--- config.mk ---
export PLATFORM = sky130hd
export DESIGN_NAME = column_peak_to_peak
export DESIGN_NICKNAME = d
export VERILOG_FILES = /design/src/rtl/colp2p_pkg.sv /design/src/rtl/colp2p_front.sv /design/src/rtl/colp2p_queue.sv /design/src/rtl/colp2p_back.sv /design/src/rtl/column_peak_to_peak.sv
export SDC_FILE = /design/constraint.sdc
export NUM_CORES = 2
export LEC_CHECK = 0
export BUFFER_PORTS_ARGS = -buffer_cell sky130_fd_sc_hd__buf_4
export CAP_MARGIN = 20
export CELL_PAD_IN_SITES_DETAIL_PLACEMENT = 1
export CELL_PAD_IN_SITES_GLOBAL_PLACEMENT = 1
export CORE_ASPECT_RATIO = 0.9
export CORE_MARGIN = 4
export CORE_UTILIZATION = 57
export DETAILED_ROUTE_END_ITERATION = 16
export PLACE_DENSITY = 0.95
export SYNTH_ARGS = -nofsm -noshare
export SYNTH_HDL_FRONTEND = slang
export SYNTH_SLANG_ARGS = --single-unit
--- constraint.sdc ---
create_clock -name clk -period 28.5 [get_ports clk]
set_input_delay 1.425 -clock clk [delete_from_list [all_inputs] [get_ports clk]]
set_output_delay 1.425 -clock clk [all_outputs]
set_load 0.02 [all_outputs]
--- src/rtl/colp2p_pkg.sv ---
// Shared constants and types for the column peak-to-peak block.
// No dependencies; imported by every module of the block.
`default_nettype none

package colp2p_pkg;

	localparam int COLUMNS             = 8;
	localparam int SAMPLE_BITS_DEFAULT = 16;
	localparam int ROW_BITS            = 8;
	localparam int COUNT_BITS          = 4;
	localparam int P2P_BITS            = 16;
	localparam int OUT_COL_BITS        = 3;
	localparam int QUEUE_DEPTH         = 2;

	localparam int COL_BITS    = (COLUMNS > 1) ? $clog2(COLUMNS) : 1;
	localparam int ACTIVE_BITS = $clog2(COLUMNS + 1);

	localparam logic [ROW_BITS-1:0]   ROW_LIMIT   = '1;
	localparam logic [COUNT_BITS-1:0] COUNT_RESET = COUNT_BITS'(8);

	typedef struct packed {
		logic full;
		logic empty;
	} q_status_t;

endpackage

`default_nettype wire

--- src/rtl/colp2p_front.sv ---
// Front end: accepts rows, tracks per-column extremes and their rows. On a
// last row, queues one block summary unless count is 0. Uses colp2p_pkg.
`default_nettype none

module colp2p_front
	import colp2p_pkg::*;
#(
	parameter int SAMPLE_BITS = SAMPLE_BITS_DEFAULT
) (
	input  wire                                      clk,
	input  wire                                      arst_n,
	input  wire                                      in_valid,
	output logic                                     in_stall,
	input  wire  [COLUMNS-1:0][SAMPLE_BITS-1:0]      samples,
	input  wire                                      last_row,
	input  wire  [COUNT_BITS-1:0]                    column_count,
	input  wire  q_status_t                          q_status,
	output logic                                     push,
	output logic [COLUMNS-1:0][SAMPLE_BITS-1:0]      push_max,
	output logic [COLUMNS-1:0][SAMPLE_BITS-1:0]      push_min,
	output logic [COLUMNS-1:0][ROW_BITS-1:0]         push_max_row,
	output logic [COLUMNS-1:0][ROW_BITS-1:0]         push_min_row,
	output logic [ACTIVE_BITS-1:0]                   push_active
);

	logic [ROW_BITS-1:0]                 row_q;
	logic [COLUMNS-1:0][SAMPLE_BITS-1:0] max_q, min_q;
	logic [COLUMNS-1:0][ROW_BITS-1:0]    max_row_q, min_row_q;
	logic                                first;
	logic                                accept;

	// only a closing row needs a queue slot
	assign in_stall = q_status.full && last_row;
	assign accept   = in_valid && !in_stall;
	assign first    = (row_q == '0);

	always_comb begin
		for (int c = 0; c < COLUMNS; c++) begin
			if (first) begin
				push_max[c]     = samples[c];
				push_min[c]     = samples[c];
				push_max_row[c] = '0;
				push_min_row[c] = '0;
			end else begin
				push_max[c]     = max_q[c];
				push_min[c]     = min_q[c];
				push_max_row[c] = max_row_q[c];
				push_min_row[c] = min_row_q[c];
				if (samples[c] > max_q[c]) begin
					push_max[c]     = samples[c];
					push_max_row[c] = row_q;
				end
				if (samples[c] < min_q[c]) begin
					push_min[c]     = samples[c];
					push_min_row[c] = row_q;
				end
			end
		end
	end

	always_comb begin
		if (column_count > COUNT_BITS'(COLUMNS)) begin
			push_active = ACTIVE_BITS'(COLUMNS);
		end else begin
			push_active = ACTIVE_BITS'(column_count);
		end
	end

	// a zero column count closes the block without a summary
	assign push = accept && last_row && (push_active != '0);

	always_ff @(posedge clk or negedge arst_n) begin
		if (!arst_n) begin
			row_q <= '0;
		end else if (accept) begin
			if (last_row) begin
				row_q <= '0;
			end else if (row_q != ROW_LIMIT) begin
				row_q <= row_q + ROW_BITS'(1);
			end
		end
	end

	always_ff @(posedge clk) begin
		if (accept) begin
			max_q     <= push_max;
			min_q     <= push_min;
			max_row_q <= push_max_row;
			min_row_q <= push_min_row;
		end
	end

endmodule

`default_nettype wire

--- src/rtl/colp2p_queue.sv ---
// Short queue of block summaries between front and back end.
// Register entries, one write and one read pointer. Uses colp2p_pkg.
`default_nettype none

module colp2p_queue
	import colp2p_pkg::*;
#(
	parameter int SAMPLE_BITS = SAMPLE_BITS_DEFAULT
) (
	input  wire                                 clk,
	input  wire                                 arst_n,
	input  wire                                 push,
	input  wire  [COLUMNS-1:0][SAMPLE_BITS-1:0] wr_max,
	input  wire  [COLUMNS-1:0][SAMPLE_BITS-1:0] wr_min,
	input  wire  [COLUMNS-1:0][ROW_BITS-1:0]    wr_max_row,
	input  wire  [COLUMNS-1:0][ROW_BITS-1:0]    wr_min_row,
	input  wire  [ACTIVE_BITS-1:0]              wr_active,
	input  wire                                 pop,
	output q_status_t                           q_status,
	output logic [COLUMNS-1:0][SAMPLE_BITS-1:0] rd_max,
	output logic [COLUMNS-1:0][SAMPLE_BITS-1:0] rd_min,
	output logic [COLUMNS-1:0][ROW_BITS-1:0]    rd_max_row,
	output logic [COLUMNS-1:0][ROW_BITS-1:0]    rd_min_row,
	output logic [ACTIVE_BITS-1:0]              rd_active
);

	localparam int PTR_BITS = (QUEUE_DEPTH > 1) ? $clog2(QUEUE_DEPTH) : 1;
	localparam int CNT_BITS = $clog2(QUEUE_DEPTH + 1);

	logic [COLUMNS-1:0][SAMPLE_BITS-1:0] max_q     [QUEUE_DEPTH];
	logic [COLUMNS-1:0][SAMPLE_BITS-1:0] min_q     [QUEUE_DEPTH];
	logic [COLUMNS-1:0][ROW_BITS-1:0]    max_row_q [QUEUE_DEPTH];
	logic [COLUMNS-1:0][ROW_BITS-1:0]    min_row_q [QUEUE_DEPTH];
	logic [ACTIVE_BITS-1:0]              active_q  [QUEUE_DEPTH];

	logic [PTR_BITS-1:0] wr_ptr_q, rd_ptr_q;
	logic [CNT_BITS-1:0] cnt_q;

	assign q_status.full  = (cnt_q == CNT_BITS'(QUEUE_DEPTH));
	assign q_status.empty = (cnt_q == '0);

	assign rd_max     = max_q[rd_ptr_q];
	assign rd_min     = min_q[rd_ptr_q];
	assign rd_max_row = max_row_q[rd_ptr_q];
	assign rd_min_row = min_row_q[rd_ptr_q];
	assign rd_active  = active_q[rd_ptr_q];

	function automatic logic [PTR_BITS-1:0] next_ptr(input logic [PTR_BITS-1:0] p);
		if (p == PTR_BITS'(QUEUE_DEPTH - 1)) begin
			return '0;
		end
		return p + PTR_BITS'(1);
	endfunction

	always_ff @(posedge clk or negedge arst_n) begin
		if (!arst_n) begin
			wr_ptr_q <= '0;
			rd_ptr_q <= '0;
			cnt_q    <= '0;
		end else begin
			if (push) begin
				wr_ptr_q <= next_ptr(wr_ptr_q);
			end
			if (pop) begin
				rd_ptr_q <= next_ptr(rd_ptr_q);
			end
			if (push && !pop) begin
				cnt_q <= cnt_q + CNT_BITS'(1);
			end else if (pop && !push) begin
				cnt_q <= cnt_q - CNT_BITS'(1);
			end
		end
	end

	always_ff @(posedge clk) begin
		if (push) begin
			max_q[wr_ptr_q]     <= wr_max;
			min_q[wr_ptr_q]     <= wr_min;
			max_row_q[wr_ptr_q] <= wr_max_row;
			min_row_q[wr_ptr_q] <= wr_min_row;
			active_q[wr_ptr_q]  <= wr_active;
		end
	end

endmodule

`default_nettype wire

--- src/rtl/colp2p_back.sv ---
// Back end: unless stalled, walks the head summary one column per cycle
// into the output reg; pops at last active column. Uses colp2p_pkg.
`default_nettype none

module colp2p_back
	import colp2p_pkg::*;
#(
	parameter int SAMPLE_BITS = SAMPLE_BITS_DEFAULT
) (
	input  wire                                 clk,
	input  wire                                 arst_n,
	input  wire  q_status_t                     q_status,
	input  wire  [COLUMNS-1:0][SAMPLE_BITS-1:0] rd_max,
	input  wire  [COLUMNS-1:0][SAMPLE_BITS-1:0] rd_min,
	input  wire  [COLUMNS-1:0][ROW_BITS-1:0]    rd_max_row,
	input  wire  [COLUMNS-1:0][ROW_BITS-1:0]    rd_min_row,
	input  wire  [ACTIVE_BITS-1:0]              rd_active,
	output logic                                pop,
	output logic                                out_valid,
	input  wire                                 out_stall,
	output logic [OUT_COL_BITS-1:0]             column_index,
	output logic [P2P_BITS-1:0]                 peak_to_peak,
	output logic [ROW_BITS-1:0]                 max_row,
	output logic [ROW_BITS-1:0]                 min_row,
	output logic                                last_result
);

	logic [COL_BITS-1:0]    col_q;
	logic                   out_valid_q;
	logic [OUT_COL_BITS-1:0] col_out_q;
	logic [P2P_BITS-1:0]    p2p_q;
	logic [ROW_BITS-1:0]    max_row_q, min_row_q;
	logic                   last_q;

	logic                   load;
	logic                   is_last;
	logic [SAMPLE_BITS-1:0] diff;

	assign load    = !q_status.empty && (!out_valid_q || !out_stall);
	assign is_last = (ACTIVE_BITS'(col_q) + ACTIVE_BITS'(1) == rd_active);
	assign pop     = load && is_last;
	assign diff    = rd_max[col_q] - rd_min[col_q];

	always_ff @(posedge clk or negedge arst_n) begin
		if (!arst_n) begin
			col_q       <= '0;
			out_valid_q <= 1'b0;
		end else begin
			if (load) begin
				col_q       <= is_last ? '0 : col_q + COL_BITS'(1);
				out_valid_q <= 1'b1;
			end else if (!out_stall) begin
				out_valid_q <= 1'b0;
			end
		end
	end

	always_ff @(posedge clk) begin
		if (load) begin
			col_out_q <= OUT_COL_BITS'(col_q);
			p2p_q     <= P2P_BITS'(diff);
			max_row_q <= rd_max_row[col_q];
			min_row_q <= rd_min_row[col_q];
			last_q    <= is_last;
		end
	end

	assign out_valid    = out_valid_q;
	assign column_index = col_out_q;
	assign peak_to_peak = p2p_q;
	assign max_row      = max_row_q;
	assign min_row      = min_row_q;
	assign last_result  = last_q;

endmodule

`default_nettype wire

--- src/rtl/column_peak_to_peak.sv ---
// Column peak-to-peak detector, top level: config register, front end,
// summary queue and back end. Uses colp2p_pkg, colp2p_front/queue/back.
//
// Usage:
//  - Input channel (in_valid / in_stall): one row of eight samples and
//    last_row per transfer, one row per cycle unless in_stall is high.
//    in_stall rises only for a last row while both queue slots are taken.
//  - Output channel (out_valid / out_stall): after a last row, one result
//    per active column, column 0 first, last_result on the final one.
//    The block summary is queued, then the back end moves it to the output
//    register column by column, one result per cycle unless stalled.
//  - Config (cfg_valid / cfg_ready): cfg_data sets column_count, always
//    ready; write it only while the block is idle. Counts above eight act
//    as eight; a count of zero closes the block without results.
//  - Reset: the next row starts a new block, column_count is 8, the queue
//    and the output register are empty.
//  - A stalled output holds its result; the front end keeps taking rows
//    while the queue has room, so the next block can be tracked meanwhile.
`default_nettype none

module column_peak_to_peak
	import colp2p_pkg::*;
#(
	parameter int SAMPLE_BITS = SAMPLE_BITS_DEFAULT
) (
	input  wire                     clk,
	input  wire                     arst_n,
	input  wire                     in_valid,
	output logic                    in_stall,
	input  wire  [SAMPLE_BITS-1:0]  sample_0,
	input  wire  [SAMPLE_BITS-1:0]  sample_1,
	input  wire  [SAMPLE_BITS-1:0]  sample_2,
	input  wire  [SAMPLE_BITS-1:0]  sample_3,
	input  wire  [SAMPLE_BITS-1:0]  sample_4,
	input  wire  [SAMPLE_BITS-1:0]  sample_5,
	input  wire  [SAMPLE_BITS-1:0]  sample_6,
	input  wire  [SAMPLE_BITS-1:0]  sample_7,
	input  wire                     last_row,
	input  wire                     cfg_valid,
	output logic                    cfg_ready,
	input  wire  [COUNT_BITS-1:0]   cfg_data,
	output logic                    out_valid,
	input  wire                     out_stall,
	output logic [OUT_COL_BITS-1:0] column_index,
	output logic [P2P_BITS-1:0]     peak_to_peak,
	output logic [ROW_BITS-1:0]     max_row,
	output logic [ROW_BITS-1:0]     min_row,
	output logic                    last_result
);

	logic [COUNT_BITS-1:0]               count_q;
	logic [COLUMNS-1:0][SAMPLE_BITS-1:0] samples;
	q_status_t                           q_status;

	logic                                push, pop;
	logic [COLUMNS-1:0][SAMPLE_BITS-1:0] push_max, push_min, rd_max, rd_min;
	logic [COLUMNS-1:0][ROW_BITS-1:0]    push_max_row, push_min_row;
	logic [COLUMNS-1:0][ROW_BITS-1:0]    rd_max_row, rd_min_row;
	logic [ACTIVE_BITS-1:0]              push_active, rd_active;

	assign samples[0] = sample_0;
	assign samples[1] = sample_1;
	assign samples[2] = sample_2;
	assign samples[3] = sample_3;
	assign samples[4] = sample_4;
	assign samples[5] = sample_5;
	assign samples[6] = sample_6;
	assign samples[7] = sample_7;

	assign cfg_ready = 1'b1;

	always_ff @(posedge clk or negedge arst_n) begin
		if (!arst_n) begin
			count_q <= COUNT_RESET;
		end else if (cfg_valid && cfg_ready) begin
			count_q <= cfg_data;
		end
	end

	colp2p_front #(.SAMPLE_BITS(SAMPLE_BITS)) u_front (
		.clk          (clk),
		.arst_n       (arst_n),
		.in_valid     (in_valid),
		.in_stall     (in_stall),
		.samples      (samples),
		.last_row     (last_row),
		.column_count (count_q),
		.q_status     (q_status),
		.push         (push),
		.push_max     (push_max),
		.push_min     (push_min),
		.push_max_row (push_max_row),
		.push_min_row (push_min_row),
		.push_active  (push_active)
	);

	colp2p_queue #(.SAMPLE_BITS(SAMPLE_BITS)) u_queue (
		.clk        (clk),
		.arst_n     (arst_n),
		.push       (push),
		.wr_max     (push_max),
		.wr_min     (push_min),
		.wr_max_row (push_max_row),
		.wr_min_row (push_min_row),
		.wr_active  (push_active),
		.pop        (pop),
		.q_status   (q_status),
		.rd_max     (rd_max),
		.rd_min     (rd_min),
		.rd_max_row (rd_max_row),
		.rd_min_row (rd_min_row),
		.rd_active  (rd_active)
	);

	colp2p_back #(.SAMPLE_BITS(SAMPLE_BITS)) u_back (
		.clk          (clk),
		.arst_n       (arst_n),
		.q_status     (q_status),
		.rd_max       (rd_max),
		.rd_min       (rd_min),
		.rd_max_row   (rd_max_row),
		.rd_min_row   (rd_min_row),
		.rd_active    (rd_active),
		.pop          (pop),
		.out_valid    (out_valid),
		.out_stall    (out_stall),
		.column_index (column_index),
		.peak_to_peak (peak_to_peak),
		.max_row      (max_row),
		.min_row      (min_row),
		.last_result  (last_result)
	);

	// summary never written into a full queue
	a_no_overflow: assert property (@(posedge clk) disable iff (!arst_n)
		!(push && q_status.full))
		else $error("summary pushed into full queue");

	// nothing popped from an empty queue
	a_no_underflow: assert property (@(posedge clk) disable iff (!arst_n)
		!(pop && q_status.empty))
		else $error("summary popped from empty queue");

	// within a burst, results follow back to back in column order
	a_burst_order: assert property (@(posedge clk) disable iff (!arst_n)
		out_valid && !out_stall && !last_result |=>
			out_valid && (column_index == $past(column_index) + OUT_COL_BITS'(1)))
		else $error("burst result missing or out of order");

	// a burst after a final result starts again at column zero
	a_burst_start: assert property (@(posedge clk) disable iff (!arst_n)
		out_valid && !out_stall && last_result |=>
			!out_valid || (column_index == '0))
		else $error("new burst does not start at column zero");

endmodule

`default_nettype wire
After elaboration in Yosys (flattened, before gate mapping)

Memories as Yosys holds them, arrays and structs flattened.
Cells that the tools add are included.
Widths: inputs -> output; s select.

Register bits: 440
RAM bits: 776
Word-level logic and storage cells: 190
Memories kept: 5

$add $sub $neg: 8
Magnitude comparators: 18
Equality and inequality tests: 4
Muxes and demuxes: 90
Reductions and logical operators: 21

Memory list:

| name              | words | bits a word | rd ports | clocked after Yosys merged registers in | wr ports | RTL line           | source |
|---|---|---|---|---|---|---|---|
| u_queue.max_q     | 2     | 128         | 1        | 0                                       | 1        | colp2p_queue.sv:30 | `logic [COLUMNS-1:0][SAMPLE_BITS-1:0] max_q [QUEUE_DEPTH];` |
| u_queue.min_q     | 2     | 128         | 1        | 0                                       | 1        | colp2p_queue.sv:31 | `logic [COLUMNS-1:0][SAMPLE_BITS-1:0] min_q [QUEUE_DEPTH];` |
| u_queue.max_row_q | 2     | 64          | 1        | 0                                       | 1        | colp2p_queue.sv:32 | `logic [COLUMNS-1:0][ROW_BITS-1:0] max_row_q [QUEUE_DEPTH];` |
| u_queue.min_row_q | 2     | 64          | 1        | 0                                       | 1        | colp2p_queue.sv:33 | `logic [COLUMNS-1:0][ROW_BITS-1:0] min_row_q [QUEUE_DEPTH];` |
| u_queue.active_q  | 2     | 4           | 1        | 0                                       | 1        | colp2p_queue.sv:34 | `logic [ACTIVE_BITS-1:0] active_q [QUEUE_DEPTH];` |

Operator list:

| cell                | count |
|---|---|
| $mux 16             | 34 |
| $mux 8              | 36 |
| $gt 16x16->1        | 8 |
| $lt 16x16->1        | 8 |
| $bmux 16 s3         | 2 |
| $bmux 8 s3          | 2 |
| $sub 16x16->16      | 1 |
| $mux 1              | 12 |
| $add 8x1->8 const B | 1 |
| $logic_and 1x1->1   | 8 |
| $logic_not 8->1     | 1 |
| $ne 8x8->1 const B  | 1 |
| $logic_not 1->1     | 6 |
| $add 3x1->4 const B | 1 |
| $eq 4x4->1          | 1 |
| $gt 4x4->1 const B  | 1 |
| $lt 3x4->1 const B  | 1 |
| $mux 2              | 2 |
| $mux 4              | 1 |
| $reduce_bool 2->1   | 2 |
| $reduce_bool 4->1   | 1 |
| $add 3x1->3 const B | 1 |
| $mux 3              | 1 |
| $add 1x1->1 const B | 2 |
| other kinds (7)     | 7 |

Longest topological paths before layout

Depth after elaboration: 10
Gate-level depth with buffers: 19
Gate-level depth less buffers: 15

Modules after synthesis

A second synthesis with hierarchy kept.

Cells, all modules: 3520
Area, all modules: 57994.4 um^2

By module, submodules not included:

| module              | times used | cells an instance | area each (um^2) |
|---|---|---|---|
| colp2p_queue        | 1          | 1223              | 29452.0 |
| colp2p_front        | 1          | 1949              | 23460.0 |
| colp2p_back         | 1          | 338               | 4924.7 |
| column_peak_to_peak | 1          | 10                | 157.7 |

Least setup slack after synthesis

OpenSTA, ideal clock, no wires.

Path type: input-to-reg
Start point: input last_row
End point: memory u_queue.active_q[0][0] in the netlist's numbering, enable pin
Arrival time: 18.093 ns
Required time: 27.352 ns
Path slack: 9.258 ns
Stages on the path: 5
Buffers on the path: 1
Path through: nand3b_1 and3_1 clkbuf_1 o41ai_1 nor2_1

Cells in the longest elaborated chain, start to end: 7

RTL lines:

| what                               | RTL line                  | source |
|---|---|---|
| start, declared                    | column_peak_to_peak.sv:38 | `input wire last_row,` |
| $logic_and 1x1->1                  | colp2p_front.sv:33        | `assign in_stall = q_status.full && last_row;` |
| $logic_not 1->1                    | colp2p_front.sv:34        | `assign accept = in_valid && !in_stall;` |
| $logic_and 1x1->1                  | colp2p_front.sv:34        |  |
| $logic_and 1x1->1 (*) (2 in a row) | colp2p_front.sv:70        | `assign push = accept && last_row && (push_active != '0);` |
| $mux 1 (*)                         | colp2p_queue.sv:76        | `if (push) begin` |
| $mux 1 (not written as such) (*)   | colp2p_queue.sv:81        | `active_q[wr_ptr_q] <= wr_active;` |
| end, declared                      | colp2p_queue.sv:34        |  |

Mark *: on every way between the ends. The rest lies on a longest branch, timed or not.

Worst setup path in the final report

Start point: register u_queue.rd_ptr_q
End point: register u_back.p2p_q[14], in the netlist u_back.peak_to_peak[14], data pin

Cells in the longest elaborated chain, start to end: 4
Elaborated cells between the ends (all ways): 7

RTL lines:

| what                             | RTL line           | source |
|---|---|---|
| start, declared                  | colp2p_queue.sv:36 | `logic [PTR_BITS-1:0] wr_ptr_q, rd_ptr_q;` |
| start signal, assigned           | colp2p_queue.sv:65 | `rd_ptr_q <= next_ptr(rd_ptr_q);` |
| $mem_v2 2x128 (on tied branches) | -                  |  |
| $bmux 16 s3                      | colp2p_back.sv:42  | `assign diff = rd_max[col_q] - rd_min[col_q];` |
| $mux 16 (not written as such)    | colp2p_back.sv:42  |  |
| $sub 16x16->16 (*)               | colp2p_back.sv:42  |  |
| named net u_back.diff[14]        | colp2p_back.sv:37  | `logic [SAMPLE_BITS-1:0] diff;` |
| end signal, assigned             | colp2p_back.sv:61  | `p2p_q <= P2P_BITS'(diff);` |
| end, declared                    | colp2p_back.sv:31  | `logic [P2P_BITS-1:0] p2p_q;` |

The timed path passes the listed nets; every way through them passes the cells marked *. The select of a mux whose other input is x is not followed.
A chain may end at the register's enable or synchronous reset.

==> results.py <==
metrics = {
    "global_routing": {
        "grt_usage_pct": 38.5,
        "gr-usage-met3_pct": 10.7,
        "busiest_layer": "met2",
        "grt_antenna_before_repair": 15,
        "grt_util_met1_pct": 47.0,
        "first_global_vias": 38900,
        "grt_first_pass_wirelength_um": 281000,
        "gr-total-overflow": 0,
        "use_met2_pct": 62.3,
        "grt_max_degree": 172,
    },
    "clock_network": {
        "root_buffer": "clkbuf_16",
        "post_cts_buffers": 0,
        "insertion_delay_ps": 740,
        "ctsResizeCount": 0,
        "holdBufCountCts": 0,
        "clkTransAtPathRegs_ps": 70,
        "cts_tree": "built",
        "clock_sinks": 1216,
        "cts_buffers": 116,
        "ctsHtreeMaxLevel": 3,
        "clockBufferDepth": 3,
    },
    "cells_and_area": {
        "drive_gt1_share_pct": 21.5,
        "fin_area_sq_um": 61700,
        "area_delta_synth_final_pct": 12.0,
        "layout.nets": 4175,
    },
    "drt": {
        "antenna_left": 0,
        "wl_per_cell_um": 38.4,
        "drt_iter0_drc": 6197,
        "via_per_inst": 7.31,
        "drtPass1Iterations": 8,
        "dr_total_vias": 37600,
        "remaining_drc_errors": 0,
        "wl_um": 197000,
    },
    "timing": {
        "fin_skew_ps": 36.9,
        "relSlewSlack_pct": 0.826,
        "rsz0062_at_grt": "no",
        "max_clock_freq_mhz": 142,
        "hold_viol_final": 0,
        "worst_slew_pin_slew_ps": 1490,
        "tns_ps": 0,
        "period_share_pct": 24.7,
        "setup_ws_ps": 21470,
        "min_period_ps": 7030,
        "maxSlewViolCount": 0,
        "setup_viol": 0,
        "finalHoldWorstSlack_ps": 527,
    },
    "die": {
        "core_area_sq_um": 95200,
        "dieArea_sq_um": 102000,
        "floorplan.initialDensity_pct": 57.8,
        "pin_count": 177,
        "rows": 107,
        "chipWidth_um": 336,
        "die_height_um": 303,
    },
    "critical_path": {
        "reg2reg_depth": 15,
        "worst_setup_path_end_kind": "flop",
        "r2r_end": "u_back.peak_to_peak[14]",
        "path_max_fanout": 58,
        "reg2reg_slack_ps": 21470,
        "critPathKind": "reg -> reg",
        "rr_startpoint": "u_queue.rd_ptr_q",
        "critPathArrivalTime_ps": 7570,
        "required_ps": 29030,
        "start_kind": "flop",
    },
    "yosys": {
        "yosysTopAreaCell": "edfxtp_1",
        "synth_top_cell_area_share_pct": 65.2,
        "synthTopCellsByArea": "edfxtp_1 (65%), ha_1 (6.1%), mux2_2 (6.0%), mux4_2 (4.1%), mux2i_1 (2.7%)",
        "synth_edf_count": 1196,
        "synth-async-reset-ratio_pct": 1.64,
        "synth_nets": 3989,
        "yosysSeqAreaShare_pct": 66.2,
        "ys_ff_latch": 1216,
        "syn_inst": 3583,
        "synth.distinct_cells": 71,
        "yosys-top-cells-count": "edfxtp_1 (1196), mux2_2 (294), inv_1 (276)",
        "syn_area_sq_um": 55000,
        "ys_warn_count": 0,
        "syn_area_per_cell_sq_um": 15.4,
        "ys.flop_type": "edfxtp_1",
        "synth.most_common_cell": "edfxtp_1",
    },
    "place": {
        "place.gp.congestion": 0.900,
        "post-place-ws_ps": 22390,
        "hpwl_um": 114000,
        "io_buffer_count": 175,
        "placed_area_sq_um": 57600,
    },
    "status": {
        "status": "finished, final reports clean",
    },
    "worst_hold_path": {
        "hold_depth": 2,
        "min-delay-start": "u_back.out_valid",
        "hold-path-endpoint": "u_back.out_valid",
        "min_path_type": "reg -> reg",
    },
    "job": {
        "drv_cap": 0,
    },
    "power": {
        "p_leak_nw": 22.7,
        "irDropWorstVdd_uv": 82.7,
        "powerDensity_nw_per_um2": 119,
    },
}
flip-flops by register name (all words and copies together), names as in the netlist, 8 cells and up:
| signal | flops |
|---|---|
| u_back.max_row | 8 |
| u_queue.min_q | 256 |
| u_back.peak_to_peak | 16 |
| u_back.min_row | 8 |
| u_front.max_row_q | 64 |
| u_queue.max_q | 256 |
| u_front.min_row_q | 64 |
| u_front.min_q | 128 |
| u_queue.max_row_q | 128 |
| u_front.max_q | 128 |
| u_front.row_q | 8 |
| u_queue.active_q | 8 |
| u_queue.min_row_q | 128 |
layer usage:
layer	share of wire (%)	vias to the layer above	wire, um
met3	13	956	24900
li1	-	14200	-
met1	33	18700	65800
met5	0.0081	-	16
met4	7.3	2	14400
met2	47	3659	92000
critical path, cell delays in order, from the launching register on:
cell and delay [ps]:
dfrtp_4 840, buf_4 870, buf_4 900, mux2_2 410
o21ai_0 210, a21oi_1 130, o21a_1 270, a221oi_1 510
fa_1 380, a21o_1 190, a21oi_1 120, o21ai_0 400
a211oi_1 250, o31ai_1 630, a21oi_1 260, xnor2_1 320
worst max path at each step:
stage                     startpoint  cells past startpoint                 endpoint  slack [ps]
finish              u_queue.rd_ptr_q                     15  u_back.peak_to_peak[14]       21470
global route        u_queue.rd_ptr_q                     15  u_back.peak_to_peak[14]       21130
CTS                 u_queue.rd_ptr_q                     15  u_back.peak_to_peak[14]       21920
detailed placement  u_queue.rd_ptr_q                     15  u_back.peak_to_peak[14]       22390
global placement    u_queue.rd_ptr_q                     15  u_back.peak_to_peak[13]       22710
floorplan                   last_row                      5   u_queue.active_q[0][0]        9260
power breakdown:
part / leakage (nW) / internal [W] / total [W] / switching, W
Sequential: 11.5 / 0.00258 / 0.00282 / 0.000242
Clock: 1.90 / 0.000916 / 0.00167 / 0.000749
Combinational: 9.25 / 0.000900 / 0.00284 / 0.00194
Total: 22.7 / 0.00439 / 0.00732 / 0.00293
final cells by class:
type,instances,area (sq um)
inverter,276,1040
sequential,1216,36400
clock buffer,147,3060
clock inverter,70,838
tap,1253,1570
timing repair buffer,219,1780
antenna,18,45.0
multi-input combinational,1940,16900
fill,8372,33500
cells by family after synthesis:
family,share of synthesized area [%]
other,0.00681
XOR/XNOR,0.445
AND/OR/NAND/NOR,3.97
adder cells (fa/ha/maj),6.10
multiplexers,13.1
buffers and inverters,3.21
AO/OA/AOI/OAI,7.01
flip-flops,66.2
layout by cell type (no fill, tap or decap), types with 13 or more instances in the layout:
cell type	netlist	layout
ha_1	267	267
edfxtp_1	1196	1196
and3_1	16	16
clkinv_1	0	19
a221oi_1	61	61
diode_2	0	18
clkinv_2	0	22
mux2i_1	150	150
nand4_1	26	26
nand2_1	234	234
mux4_2	100	100
xnor2_1	18	18
o21ai_0	236	236
clkbuf_1	88	27
a21oi_1	139	139
bufinv_16	0	17
buf_4	20	206
nor3_1	16	16
nor2_1	46	45
clkbuf_16	0	116
a21o_1	23	23
nor2b_1	21	20
nor2_2	13	13
mux2_2	294	294
a22oi_1	31	31
inv_1	276	275
dfrtp_1	19	15
o211ai_1	13	13
o21a_1	21	21
nand3_1	77	76
per-stage QoR:
step	instances	total power, W	util, %
2_1_floorplan	3583	0.00439	-
3_3_place_gp	4895	0.00499	60.5
3_5_place_dp	4895	0.00527	60.5
4_1_cts	5112	0.00713	64.6
5_1_grt	5130	0.00745	64.8
6_report	5139	0.00732	64.8
(Power assumes the default switching activity.)
